<file path="src/hw/rtl/crwb_pkg.sv">
// package for the corner reference white balance block
// holds widths, codes, state encoding and the command/status structs
// used by all modules of the block, no dependencies
package crwb_pkg;

   localparam int MAX_DIM_DEF = 512;

   localparam int ACTION_W  = 2;
   localparam int COORD_W   = 9;
   localparam int PIX_W     = 8;
   localparam int PATCH_W   = 9;
   localparam int DIM_W     = 10;
   localparam int CSR_IDX_W = 3;
   localparam int CSR_DAT_W = 10;
   localparam int SUM_W     = 24;
   localparam int FACT_W    = 24;
   localparam int AREA_W    = 2 * PATCH_W;
   localparam int DIV_W     = 26;
   localparam int FRAC_W    = 16;
   localparam int NUM_CORNERS = 4;
   localparam int NUM_CHANS   = 3;
   localparam int PROD_W    = PIX_W + FACT_W;

   localparam logic [FACT_W-1:0] FACT_MAX = '1;
   localparam logic [PIX_W-1:0]  PIX_MAX  = '1;

   typedef enum logic [ACTION_W-1:0] {
      ACT_CLEAR  = 2'd0,
      ACT_GATHER = 2'd1,
      ACT_FINISH = 2'd2,
      ACT_SCALE  = 2'd3
   } crwb_action_type;

   typedef enum logic [CSR_IDX_W-1:0] {
      CSR_REF_BLUE     = 3'd0,
      CSR_REF_GREEN    = 3'd1,
      CSR_REF_RED      = 3'd2,
      CSR_PATCH_SIZE   = 3'd3,
      CSR_IMAGE_WIDTH  = 3'd4,
      CSR_IMAGE_HEIGHT = 3'd5
   } crwb_csr_type;

   typedef enum logic [2:0] {
      ST_IDLE,
      ST_AVG_START,
      ST_AVG_WAIT,
      ST_FACT_START,
      ST_FACT_WAIT
   } crwb_state_type;

   typedef struct packed {
      logic       clear_sums;
      logic       gather;
      logic       scale;
      logic       acc_clear;
      logic       acc_add;
      logic       div_start;
      logic       div_sel_fact;
      logic       fact_write;
      logic [1:0] corner;
      logic [1:0] chan;
   } crwb_cmd_type;

   typedef struct packed {
      logic area_zero;
      logic acc_zero;
      logic div_done;
   } crwb_stat_type;

endpackage

</file>
<file path="src/hw/rtl/corner_reference_white_balance.sv">
// White balance against a reference color seen in the four image corners.
// Input channel req_*: valid/stall, one transaction per item, action selects
// clear sums, gather pixel, finish factors or scale pixel.
// Result channel rsp_*: valid/stall, one transaction per scale item only.
// Config channel csr_*: valid/ready write of one register by index, always
// ready; write only while no finish is running.
// Clear and gather can follow back to back.
// Scale: the result sits in the output register the cycle after acceptance;
// outside finish, a scale item is held off only while that register is full and stalled,
// other items still enter.
// Finish: runs the shared one-bit-per-cycle divider 15 times (12 corner
// averages, 3 factors), during which req_stall stays high. A zero patch
// size or zero average sum skips the corresponding divisions.
// Reset (synchronous, active high) restores register defaults, clears all
// sums and factors and empties the output register.
// Uses crwb_pkg, crwb_ctrl, crwb_dp and crwb_div.
module corner_reference_white_balance
   import crwb_pkg::*;
#(
   parameter int MAX_DIM = MAX_DIM_DEF
)(
   input  logic                 clock,
   input  logic                 reset,
   input  logic                 req_valid,
   output logic                 req_stall,
   input  logic [ACTION_W-1:0]  req_action,
   input  logic [COORD_W-1:0]   req_pixel_row,
   input  logic [COORD_W-1:0]   req_pixel_col,
   input  logic [PIX_W-1:0]     req_blue_in,
   input  logic [PIX_W-1:0]     req_green_in,
   input  logic [PIX_W-1:0]     req_red_in,
   output logic                 rsp_valid,
   input  logic                 rsp_stall,
   output logic [PIX_W-1:0]     rsp_blue_out,
   output logic [PIX_W-1:0]     rsp_green_out,
   output logic [PIX_W-1:0]     rsp_red_out,
   input  logic                 csr_valid,
   output logic                 csr_ready,
   input  logic [CSR_IDX_W-1:0] csr_index,
   input  logic [CSR_DAT_W-1:0] csr_wdata
);

   crwb_cmd_type  cmd;
   crwb_stat_type stat;
   logic          busy;

   assign csr_ready = 1'b1;

   crwb_ctrl u_ctrl (
      .clock      (clock),
      .reset      (reset),
      .req_valid  (req_valid),
      .req_action (req_action),
      .req_stall  (req_stall),
      .rsp_valid  (rsp_valid),
      .rsp_stall  (rsp_stall),
      .stat       (stat),
      .cmd        (cmd),
      .busy       (busy)
   );

   crwb_dp #(
      .MAX_DIM (MAX_DIM)
   ) u_dp (
      .clock         (clock),
      .reset         (reset),
      .cmd           (cmd),
      .stat          (stat),
      .csr_we        (csr_valid && csr_ready),
      .csr_index     (csr_index),
      .csr_wdata     (csr_wdata),
      .req_pixel_row (req_pixel_row),
      .req_pixel_col (req_pixel_col),
      .req_blue_in   (req_blue_in),
      .req_green_in  (req_green_in),
      .req_red_in    (req_red_in),
      .rsp_blue_out  (rsp_blue_out),
      .rsp_green_out (rsp_green_out),
      .rsp_red_out   (rsp_red_out)
   );

   a_busy_stalls: assert property (@(posedge clock) disable iff (reset)
      busy |-> req_stall)
      else $error("transaction accepted during finish");

   a_finish_starts: assert property (@(posedge clock) disable iff (reset)
      (req_valid && !req_stall && req_action == ACT_FINISH) |=> busy)
      else $error("finish transaction did not start the sequencer");

   a_div_in_finish: assert property (@(posedge clock) disable iff (reset)
      (stat.div_done || cmd.fact_write || cmd.div_start) |-> busy)
      else $error("divider activity outside finish");

   a_scale_result: assert property (@(posedge clock) disable iff (reset)
      (req_valid && !req_stall && req_action == ACT_SCALE) |=> rsp_valid)
      else $error("scale transaction gave no result");

endmodule

</file>
<file path="src/hw/rtl/crwb_div.sv">
// restoring divider, one quotient bit per cycle
// depends on crwb_pkg for the operand width
module crwb_div
   import crwb_pkg::*;
(
   input  logic             clock,
   input  logic             reset,
   input  logic             start,
   input  logic [DIV_W-1:0] dividend,
   input  logic [DIV_W-1:0] divisor,
   output logic             done,
   output logic [DIV_W-1:0] quotient
);

   localparam int CNT_W = $clog2(DIV_W);
   localparam logic [CNT_W-1:0] CNT_LAST = CNT_W'(DIV_W - 1);

   logic             busy_ff, busy_in;
   logic             done_ff, done_in;
   logic [CNT_W-1:0] cnt_ff, cnt_in;
   logic [DIV_W-1:0] rem_ff, rem_in;
   logic [DIV_W-1:0] dq_ff, dq_in;
   logic [DIV_W-1:0] dvs_ff, dvs_in;
   logic [DIV_W:0]   trial;
   logic             fits;

   always_comb begin
      trial   = {rem_ff, dq_ff[DIV_W-1]};
      fits    = trial >= {1'b0, dvs_ff};
      busy_in = busy_ff;
      done_in = 1'b0;
      cnt_in  = cnt_ff;
      rem_in  = rem_ff;
      dq_in   = dq_ff;
      dvs_in  = dvs_ff;
      if (start) begin
         busy_in = 1'b1;
         cnt_in  = '0;
         rem_in  = '0;
         dq_in   = dividend;
         dvs_in  = divisor;
      end else if (busy_ff) begin
         rem_in = fits ? DIV_W'(trial - {1'b0, dvs_ff}) : trial[DIV_W-1:0];
         dq_in  = {dq_ff[DIV_W-2:0], fits};
         cnt_in = cnt_ff + 1'b1;
         if (cnt_ff == CNT_LAST) begin
            busy_in = 1'b0;
            done_in = 1'b1;
         end
      end
   end

   always_ff @(posedge clock) begin
      if (reset) begin
         busy_ff <= 1'b0;
         done_ff <= 1'b0;
         cnt_ff  <= '0;
      end else begin
         busy_ff <= busy_in;
         done_ff <= done_in;
         cnt_ff  <= cnt_in;
      end
      rem_ff <= rem_in;
      dq_ff  <= dq_in;
      dvs_ff <= dvs_in;
   end

   assign done     = done_ff;
   assign quotient = dq_ff;

endmodule

</file>
<file path="src/hw/rtl/crwb_dp.sv">
// datapath: config registers, corner sums, average/factor accumulation,
// channel factors and the scaling multipliers; uses crwb_pkg and crwb_div
module crwb_dp
   import crwb_pkg::*;
#(
   parameter int MAX_DIM = MAX_DIM_DEF
)(
   input  logic                 clock,
   input  logic                 reset,
   input  crwb_cmd_type         cmd,
   output crwb_stat_type        stat,
   input  logic                 csr_we,
   input  logic [CSR_IDX_W-1:0] csr_index,
   input  logic [CSR_DAT_W-1:0] csr_wdata,
   input  logic [COORD_W-1:0]   req_pixel_row,
   input  logic [COORD_W-1:0]   req_pixel_col,
   input  logic [PIX_W-1:0]     req_blue_in,
   input  logic [PIX_W-1:0]     req_green_in,
   input  logic [PIX_W-1:0]     req_red_in,
   output logic [PIX_W-1:0]     rsp_blue_out,
   output logic [PIX_W-1:0]     rsp_green_out,
   output logic [PIX_W-1:0]     rsp_red_out
);

   localparam int CMP_W = $clog2(MAX_DIM + 1) + DIM_W;
   localparam logic [CMP_W-1:0] MAX_DIM_C = CMP_W'(MAX_DIM);

   logic [PIX_W-1:0]   ref_ff [NUM_CHANS];
   logic [PATCH_W-1:0] patch_ff;
   logic [DIM_W-1:0]   width_ff;
   logic [DIM_W-1:0]   height_ff;

   logic [SUM_W-1:0]   sums_ff [NUM_CORNERS][NUM_CHANS];
   logic [FACT_W-1:0]  fact_ff [NUM_CHANS];
   logic [DIV_W-1:0]   acc_ff, acc_in;
   logic [PIX_W-1:0]   out_ff [NUM_CHANS];

   logic [DIM_W-1:0]   w_lim, h_lim;
   logic [DIM_W-1:0]   row_x, col_x, patch_x;
   logic               in_frame, up, down, left, right;
   logic [NUM_CORNERS-1:0] in_corner;
   logic [PIX_W-1:0]   px [NUM_CHANS];
   logic [AREA_W-1:0]  area;
   logic [DIV_W-1:0]   div_dividend, div_divisor, div_q;
   logic               div_done;
   logic [FACT_W-1:0]  fact_val;
   logic [PROD_W-1:0]  prod [NUM_CHANS];
   logic [PIX_W-1:0]   sat [NUM_CHANS];

   // config registers
   always_ff @(posedge clock) begin
      if (reset) begin
         ref_ff[0] <= PIX_MAX;
         ref_ff[1] <= PIX_MAX;
         ref_ff[2] <= PIX_MAX;
         patch_ff  <= PATCH_W'(102);
         width_ff  <= DIM_W'(512);
         height_ff <= DIM_W'(512);
      end else if (csr_we) begin
         unique case (crwb_csr_type'(csr_index))
            CSR_REF_BLUE:     ref_ff[0] <= csr_wdata[PIX_W-1:0];
            CSR_REF_GREEN:    ref_ff[1] <= csr_wdata[PIX_W-1:0];
            CSR_REF_RED:      ref_ff[2] <= csr_wdata[PIX_W-1:0];
            CSR_PATCH_SIZE:   patch_ff  <= csr_wdata[PATCH_W-1:0];
            CSR_IMAGE_WIDTH:  width_ff  <= csr_wdata[DIM_W-1:0];
            CSR_IMAGE_HEIGHT: height_ff <= csr_wdata[DIM_W-1:0];
            default: ;
         endcase
      end
   end

   // patch membership
   always_comb begin
      w_lim = (CMP_W'(width_ff) > MAX_DIM_C) ? MAX_DIM_C[DIM_W-1:0] : width_ff;
      h_lim = (CMP_W'(height_ff) > MAX_DIM_C) ? MAX_DIM_C[DIM_W-1:0] : height_ff;
      row_x   = DIM_W'(req_pixel_row);
      col_x   = DIM_W'(req_pixel_col);
      patch_x = DIM_W'(patch_ff);
      in_frame = (row_x < h_lim) && (col_x < w_lim);
      up    = row_x < patch_x;
      left  = col_x < patch_x;
      down  = (row_x + patch_x) >= h_lim;
      right = (col_x + patch_x) >= w_lim;
      in_corner[0] = up && left;
      in_corner[1] = up && right;
      in_corner[2] = down && left;
      in_corner[3] = down && right;
      px[0] = req_blue_in;
      px[1] = req_green_in;
      px[2] = req_red_in;
   end

   always_ff @(posedge clock) begin
      if (reset || cmd.clear_sums) begin
         for (int c = 0; c < NUM_CORNERS; c++) begin
            for (int ch = 0; ch < NUM_CHANS; ch++) begin
               sums_ff[c][ch] <= '0;
            end
         end
      end else if (cmd.gather && in_frame) begin
         for (int c = 0; c < NUM_CORNERS; c++) begin
            if (in_corner[c]) begin
               for (int ch = 0; ch < NUM_CHANS; ch++) begin
                  sums_ff[c][ch] <= sums_ff[c][ch] + SUM_W'(px[ch]);
               end
            end
         end
      end
   end

   // averages and factors through the shared divider
   always_comb begin
      area = AREA_W'(patch_ff) * AREA_W'(patch_ff);
      if (cmd.div_sel_fact) begin
         div_dividend = {ref_ff[cmd.chan], (DIV_W - PIX_W)'(0)};
         div_divisor  = acc_ff;
      end else begin
         div_dividend = DIV_W'(sums_ff[cmd.corner][cmd.chan]);
         div_divisor  = DIV_W'(area);
      end
      acc_in = acc_ff;
      if (cmd.acc_clear) begin
         acc_in = '0;
      end else if (cmd.acc_add) begin
         acc_in = acc_ff + div_q;
      end
      if (stat.acc_zero || (|div_q[DIV_W-1:FACT_W])) begin
         fact_val = FACT_MAX;
      end else begin
         fact_val = div_q[FACT_W-1:0];
      end
   end

   crwb_div u_div (
      .clock    (clock),
      .reset    (reset),
      .start    (cmd.div_start),
      .dividend (div_dividend),
      .divisor  (div_divisor),
      .done     (div_done),
      .quotient (div_q)
   );

   always_ff @(posedge clock) begin
      acc_ff <= acc_in;
      if (reset) begin
         for (int ch = 0; ch < NUM_CHANS; ch++) begin
            fact_ff[ch] <= '0;
         end
      end else if (cmd.fact_write) begin
         fact_ff[cmd.chan] <= fact_val;
      end
   end

   assign stat.area_zero = (patch_ff == '0);
   assign stat.acc_zero  = (acc_ff == '0);
   assign stat.div_done  = div_done;

   // scaling
   always_comb begin
      for (int ch = 0; ch < NUM_CHANS; ch++) begin
         prod[ch] = PROD_W'(px[ch]) * PROD_W'(fact_ff[ch]);
         sat[ch]  = (|prod[ch][PROD_W-1:FRAC_W+PIX_W]) ? PIX_MAX
                                                      : prod[ch][FRAC_W+PIX_W-1:FRAC_W];
      end
   end

   always_ff @(posedge clock) begin
      if (cmd.scale) begin
         for (int ch = 0; ch < NUM_CHANS; ch++) begin
            out_ff[ch] <= sat[ch];
         end
      end
   end

   assign rsp_blue_out  = out_ff[0];
   assign rsp_green_out = out_ff[1];
   assign rsp_red_out   = out_ff[2];

endmodule

</file>
<file path="src/hw/rtl/crwb_ctrl.sv">
// controller: input/output handshake and the finish sequencer
// drives the datapath through crwb_cmd_type, depends on crwb_pkg
module crwb_ctrl
   import crwb_pkg::*;
(
   input  logic                clock,
   input  logic                reset,
   input  logic                req_valid,
   input  logic [ACTION_W-1:0] req_action,
   output logic                req_stall,
   output logic                rsp_valid,
   input  logic                rsp_stall,
   input  crwb_stat_type       stat,
   output crwb_cmd_type        cmd,
   output logic                busy
);

   crwb_state_type state_ff, state_in;
   logic [1:0]     corner_ff, corner_in;
   logic [1:0]     chan_ff, chan_in;
   logic           rsp_valid_ff, rsp_valid_in;
   logic           accept;
   crwb_action_type action;

   always_ff @(posedge clock) begin
      if (reset) begin
         state_ff     <= ST_IDLE;
         corner_ff    <= '0;
         chan_ff      <= '0;
         rsp_valid_ff <= 1'b0;
      end else begin
         state_ff     <= state_in;
         corner_ff    <= corner_in;
         chan_ff      <= chan_in;
         rsp_valid_ff <= rsp_valid_in;
      end
   end

   always_comb begin
      action    = crwb_action_type'(req_action);
      state_in  = state_ff;
      corner_in = corner_ff;
      chan_in   = chan_ff;
      cmd       = '0;
      cmd.corner = corner_ff;
      cmd.chan   = chan_ff;
      req_stall = 1'b1;
      accept    = 1'b0;
      rsp_valid_in = rsp_valid_ff && rsp_stall;

      unique case (state_ff)
         ST_IDLE: begin
            // a scale transaction waits only for room in the output register
            req_stall = (action == ACT_SCALE) && rsp_valid_ff && rsp_stall;
            accept    = req_valid && !req_stall;
            if (accept) begin
               unique case (action)
                  ACT_CLEAR:  cmd.clear_sums = 1'b1;
                  ACT_GATHER: cmd.gather = 1'b1;
                  ACT_SCALE: begin
                     cmd.scale    = 1'b1;
                     rsp_valid_in = 1'b1;
                  end
                  ACT_FINISH: begin
                     cmd.acc_clear = 1'b1;
                     corner_in = '0;
                     chan_in   = '0;
                     state_in  = ST_AVG_START;
                  end
                  default: ;
               endcase
            end
         end
         ST_AVG_START: begin
            if (stat.area_zero) begin
               corner_in = corner_ff + 1'b1;
               if (corner_ff == 2'd3) begin
                  state_in = ST_FACT_START;
               end
            end else begin
               cmd.div_start = 1'b1;
               state_in = ST_AVG_WAIT;
            end
         end
         ST_AVG_WAIT: begin
            if (stat.div_done) begin
               cmd.acc_add = 1'b1;
               corner_in = corner_ff + 1'b1;
               state_in  = (corner_ff == 2'd3) ? ST_FACT_START : ST_AVG_START;
            end
         end
         ST_FACT_START: begin
            cmd.div_sel_fact = 1'b1;
            if (stat.acc_zero) begin
               cmd.fact_write = 1'b1;
               chan_in   = chan_ff + 1'b1;
               corner_in = '0;
               cmd.acc_clear = 1'b1;
               state_in  = (chan_ff == 2'd2) ? ST_IDLE : ST_AVG_START;
            end else begin
               cmd.div_start = 1'b1;
               state_in = ST_FACT_WAIT;
            end
         end
         ST_FACT_WAIT: begin
            cmd.div_sel_fact = 1'b1;
            if (stat.div_done) begin
               cmd.fact_write = 1'b1;
               chan_in   = chan_ff + 1'b1;
               corner_in = '0;
               cmd.acc_clear = 1'b1;
               state_in  = (chan_ff == 2'd2) ? ST_IDLE : ST_AVG_START;
            end
         end
         default: state_in = ST_IDLE;
      endcase
   end

   assign rsp_valid = rsp_valid_ff;
   assign busy      = (state_ff != ST_IDLE);

endmodule
</file>
<file path="config.mk">
export PLATFORM = sky130hd
export DESIGN_NAME = corner_reference_white_balance
export DESIGN_NICKNAME = d
export VERILOG_FILES = /design/src/hw/rtl/crwb_pkg.sv /design/src/hw/rtl/corner_reference_white_balance.sv /design/src/hw/rtl/crwb_div.sv /design/src/hw/rtl/crwb_dp.sv /design/src/hw/rtl/crwb_ctrl.sv
export SDC_FILE = /design/constraint.sdc
export NUM_CORES = 2
export LEC_CHECK = 0
export BUFFER_PORTS_ARGS = -buffer_cell sky130_fd_sc_hd__buf_2
export CAP_MARGIN = 15
export CORE_MARGIN = 2
export CORE_UTILIZATION = 35
export DETAILED_ROUTE_END_ITERATION = 10
export GPL_TIMING_DRIVEN = 0
export PLACE_DENSITY = 0.55
export SLEW_MARGIN = 20
export SYNTH_ARGS = -nofsm -noshare
export SYNTH_HDL_FRONTEND = slang
export SYNTH_SLANG_ARGS = --single-unit
</file>
<file path="constraint.sdc">
create_clock -name clock -period 5.7 [get_ports clock]
set_input_delay 0.285 -clock clock [delete_from_list [all_inputs] [get_ports clock]]
set_output_delay 0.285 -clock clock [all_outputs]
set_load 0.05 [all_outputs]
</file>
## Word-level counts from Yosys, hierarchy flattened

Memories as Yosys holds them, arrays and structs flattened. A register that Yosys moved wholly into a read port is not among the register bits.
Cells that the tools add are included.

| word-level totals | value |
|---|---|
| bits in writable memories | 408 |
| memories kept | 4 |
| word-level logic and storage cells | 240 |
| register bits after elaboration | 148 |

| operators by class | value |
|---|---|
| bitwise logic cells | 17 |
| order comparisons | 10 |
| add/subtract/negate cells | 19 |
| equality and inequality tests | 22 |
| reductions and logical operators | 34 |
| multipliers | 4 |
| muxes and demuxes | 115 |

Memory list:

| name | words | bits a word | read ports | clocked after memory_dff | write ports | RTL line | source |
|---|---|---|---|---|---|---|---|
| u_dp.sums_ff | 4 | 72 | 5 | 1 | 4 | crwb_dp.sv:33 | `logic [SUM_W-1:0] sums_ff [NUM_CORNERS][NUM_CHANS];` |
| u_dp.fact_ff | 3 | 24 | 3 | 0 | 3 | crwb_dp.sv:34 | `logic [FACT_W-1:0] fact_ff [NUM_CHANS];` |
| u_dp.out_ff | 3 | 8 | 3 | 0 | 3 | crwb_dp.sv:36 | `logic [PIX_W-1:0] out_ff [NUM_CHANS];` |
| u_dp.ref_ff | 3 | 8 | 1 | 1 | 3 | crwb_dp.sv:28 | `logic [PIX_W-1:0] ref_ff [NUM_CHANS];` |

Operator list:

| kind | count |
|---|---|
| $mux 24 | 16 |
| $add 24x8->24 | 12 |
| $mux 26 | 4 |
| $mul 8x24->32 | 3 |
| $mux 1 | 56 |
| $bmux 24 s2 | 1 |
| $mux 8 | 6 |
| $mux 2 | 14 |
| $ge 27x26->1 | 1 |
| $add 26x26->26 | 1 |
| $logic_not 26->1 | 1 |
| $sub 26x26->26 | 1 |
| $mux 3 | 8 |
| $reduce_or 24->1 | 1 |
| $reduce_or 8->1 | 3 |
| $add 9x9->10 | 2 |
| $ge 10x10->1 | 2 |
| $gt 10x10->1 const B | 2 |
| $lt 9x10->1 | 2 |
| $mux 10 | 2 |
| $lt 9x9->1 | 2 |
| $mul 9x9->18 | 1 |
| $mux 18 | 1 |
| $or 1x1->1 | 15 |
| 35 further kinds | 64 |

## Logic depth before layout (Yosys ltp)

| depth | value |
|---|---|
| depth after elaboration | 12 |
| mapped depth | 22 |

## Cells and area by module

Synthesis repeated with hierarchy kept, for this count alone.

| unflattened totals | value |
|---|---|
| cells, all modules | 5446 |
| area total of the unflattened synthesis | 53129.7 µm² |

Modules (own cells, without submodules):

| module | area each (µm²) | times used | cells an instance |
|---|---|---|---|
| crwb_dp | 47410.5 | 1 | 4864 |
| crwb_div | 5094.9 | 1 | 508 |
| crwb_ctrl | 613.1 | 1 | 72 |
| corner_reference_white_balance | 11.3 | 1 | 2 |

## Least setup slack after synthesis

Ideal clock, no wire load.

| timing | value |
|---|---|
| path kind | input to register |
| from | input req_red_in[2] |
| to | memory u_dp.out_ff[2][7] (netlist: u_dp.out_ff[0][23]), data pin |
| path buffers | 1 |
| stages | 18 |
| data arrival time | 5.142 ns |
| required time | 5.441 ns |
| path slack | 0.299 ns |
| library setup time | 0.259 ns |
| path through | clkbuf_1 > nand2_1 > fa_1 > fa_1 > inv_1 > fa_1 > fa_1 > ha_1 > a2111oi_2 > o21ai_1 > a221oi_2 > o211ai_2 > o31ai_2 > nor3_1 > a2111oi_2 > xnor2_1 > nand4b_2 > or2_1 |

RTL lines:

| element | RTL line | source |
|---|---|---|
| start, declared | corner_reference_white_balance.sv:31 | `input logic [PIX_W-1:0] req_red_in,` |
| end, declared | crwb_dp.sv:36 |  |

==> impl_metrics.tcl <==
set metrics [dict create \
    reg2reg_depth 19 \
    drt_pass1_iterations 5 \
    clk_root_buffer_cell "clkbuf_16" \
    async_reset_ff_share_pct 0 \
    crit_arrival_ns 6.11 \
    p_int_mw 9.66 \
    start_util_pct 35.2 \
    netSwitchingFraction_pct 36.5 \
    first_iter_violations 2666 \
    syn_nets 6259 \
    dieHeight_um 390 \
    final_cells 7571 \
    power.switching_mw 5.56 \
    synth_seq_cells 560 \
    cts_tree "built" \
    slew_headroom_pct 28.9 \
    drive_gt1_share_pct 8.41 \
    crit_chain "and2_1, fa_1, fa_1, fa_1, inv_1, fa_1, inv_1, ha_1, o21ai_1, a221oi_2, nand2_2, o211ai_4, buf_4, a41oi_4, o31ai_4, mux2i_1, o21ai_0, nand4b_4, or2_1" \
    ys.flop_type "edfxtp_1" \
    synth_area_um2 52100 \
    dp_cells 7377 \
    track_usage_pct 19.7 \
    pwr-share-seq_pct 33.0 \
    finalCriticalPeriod_ns 5.70 \
    ys_seq_area_share_pct 30.4 \
    critPathKind "reg -> reg" \
    setup_viol 1 \
    grt_antenna_before_repair 1 \
    crit_family "adder cells" \
    fin_util_pct 39.5 \
    io_pins 89 \
    core_area_um2 148000 \
    synth_cell_types 90 \
    worst_pin_slew_ns 1.07 \
    antenna_left 0 \
    placed_area_um2 55200 \
    r2r_slack_ns -0.001 \
    post-route-drc-count 0 \
    hold_depth 4 \
    area_growth_pct 12.0 \
    cp.required_ns 6.11 \
    vdd_ir_drop_max_mv 0.210 \
    drv_slew 0 \
    rows 141 \
    design_area_um2 58300 \
    pwr-share-comb_pct 37.7 \
    wirelength_um 149000 \
    min_period_over_period_pct 100 \
    fmax_mhz 175 \
    yosysTopAreaCell "edfxtp_1" \
    grt_pass1_wl_um 234000 \
    clkSlewWorstSetupHoldPaths_ns 0.06 \
    insertion_delay_ns 0.68 \
    nets 6493 \
    yosys-top-cells-area "edfxtp_1, fa_1, ha_1, and2_1, nor2_1" \
    fin_skew_ns 0.0365 \
    setup_ws_ns -0.00127 \
    path_buf_inv 3 \
    cts_buffers 69 \
    grt-ovfl-total 0 \
    avgSynthCellArea_um2 9.74 \
    synth_top_area_share_pct 26.5 \
    rsz0062_at_grt "yes" \
    port_buffers 86 \
    syn_inst 5351 \
    reg2reg_to "u_dp.out_ff[0][23]" \
    min_to "u_ctrl.rsp_valid" \
    slowest_stage "edfxtp_1" \
    power-per-cell-area_nw_per_um2 261 \
    critPathCaptureType "register" \
    hold_viol_final 0 \
    avgRoutedWirePerCell_um 19.7 \
    clockPowerShare_pct 29.3 \
    cpPeakStageDelay_ns 0.53 \
    hold_start "rsp_stall" \
    rr_startpoint "u_dp.fact_ff[2][10]" \
    clock-sinks 560 \
    cp_max_fo 8 \
    vias 39300 \
    synth_edf_count 460 \
    h-tree-depth 3 \
    crit_top_cell "fa_1" \
    violations "negative setup slack" \
    cp-start-kind "register" \
    post_drt_via_cell_ratio 5.19 \
    min_path_type "in -> reg" \
    yosys_warnings 0 \
    place_congestion 0.907 \
    grt_pass1_vias 40000 \
    grt_max_degree 48 \
    die_area_um2 152000 \
    hpwl_um 116000 \
    drv_cap 0 \
    p_leak_nw 24.4 \
    status "finished, violations left" \
    die_w_um 390 \
    cts.path.max_buffers 3 \
]
-- metal layers --
| metal | part of all wire [%] | track usage [%] | wire (µm) | vias up |
|---|---|---|---|---|
| met5 | 0 | 0 | 0 | - |
| met4 | 3.1 | 6.22 | 4630 | 0 |
| met3 | 5.0 | 2.48 | 7430 | 199 |
| met2 | 46 | 31.8 | 68700 | 942 |
| met1 | 46 | 27.5 | 68600 | 19600 |
| li1 | - | - | - | 18600 |
-- metrics by stage --
stage	TNS (ns)	total power, mW	setup slack, ns	hold WS (ns)
global route	-1.18	16.2	-0.183	0.0686
global placement	-488.74	10.4	-1.93	0.462
CTS	-0.0714	15.1	-0.0333	0.0220
finish	-0.00127	15.2	-0.00127	0.0687
detailed placement	-132.52	10.5	-1.21	0.468
floorplan	0	9.08	0.299	0.403
-- power groups by stage --
stage / registers [mW] / clock network [mW] / logic, mW
global placement: 5.13 / 0 / 5.30
floorplan: 5.00 / 0 / 4.07
global route: 5.06 / 4.71 / 6.48
finish: 5.03 / 4.46 / 5.73
CTS: 5.02 / 4.57 / 5.56
detailed placement: 5.11 / 0 / 5.38
-- synth_stat cells, drive strengths merged (7+ instances only) --
cell / n
nor2: 551
inv: 524
nand2: 498
and2: 462
edfxtp: 460
fa: 443
ha: 403
a21oi: 264
xnor2: 205
o21ai: 183
clkbuf: 144
xor2: 117
dfxtp: 100
a21o: 98
nor3: 93
nand3: 88
mux4: 72
nor2b: 72
and3: 56
mux2i: 51
nand4: 44
nand2b: 36
o22ai: 31
buf: 29
a21boi: 27
o21a: 27
o21bai: 25
or3: 25
a211oi: 24
nor4: 17
or2: 17
o31ai: 16
a31oi: 14
o211ai: 14
nand3b: 11
nor3b: 9
a2111oi: 8
a211o: 7
and4: 7
-- worst max path at each step --
stage,start,endpoint,cells after the start
floorplan,req_red_in[2],u_dp.out_ff[0][23],18
global placement,u_dp.patch_ff[1],u_dp.sums_ff[1][9],17
detailed placement,req_green_in[3],u_dp.out_ff[0][10],18
CTS,u_dp.patch_ff[1],u_dp.sums_ff[3][52],18
global route,u_dp.fact_ff[2][4],u_dp.out_ff[0][23],17
finish,u_dp.fact_ff[2][10],u_dp.out_ff[0][23],19
-- cells by family after synthesis --
group	synth area share, %
AND/OR/NAND/NOR	18.8
adder cells (fa/ha/maj)	26.7
AO/OA/AOI/OAI	9.34
buffers and inverters	5.13
flip-flops	30.4
XOR/XNOR	5.41
multiplexers	4.20
other	0.00720
-- cell usage in the layout (no fill, tap or decap), types with 171 or more instances in the layout --
cell type	netlist	final
nor2_1	550	548
xnor2_1	205	205
inv_1	523	522
ha_1	403	394
edfxtp_1	460	460
o21ai_0	178	171
a21oi_1	264	258
nand2_1	498	490
and2_1	462	452
fa_1	443	440
-- sequential cells by signal (all words and copies together) (netlist names), 2 cells and up, named ones only --
name / flops
u_ctrl.chan_ff: 2
u_dp.width_ff: 10
u_ctrl.state_ff: 3
u_dp.acc_ff: 26
u_dp.u_div.quotient: 26
u_dp.ref_ff: 24
u_dp.height_ff: 10
u_dp.patch_ff: 9
u_dp.u_div.rem_ff: 26
u_dp.sums_ff: 288
u_dp.u_div.dvs_ff: 26
u_dp.fact_ff: 72
u_ctrl.corner_ff: 2
u_dp.out_ff: 24
u_dp.u_div.cnt_ff: 5
-- worst reg2reg max path: cells and delay by family (launching register included) --
kind | cells | cell delay, ns
AOI/OAI and AO/OA | 6 | 1.22
adders and majority gates | 5 | 2.27
buffers and inverters | 3 | 0.28
DFF | 1 | 0.53
muxes | 1 | 0.24
and+or+nand+nor | 4 | 0.91
-- layout make-up --
class	instances	area, µm²
tap	1930	2410
timing repair buffer	167	1170
clock inverter	42	434
inverter	530	2000
fill	14700	89500
buffer	169	691
antenna	4	10.0
multi-input combinational	4088	34000
clock buffer	81	1790
sequential	560	15800
-- repair_timing --
action | CTS | global route
pin swaps | 11 | 27
gates resized for setup | 33 | 65
setup endpoints to repair | 295 | 271
buffers inserted | 22 | 39
hold buffers | 10 | 0
hold endpoints to repair | 44 | 0
Power figures use the tool's default switching activity.
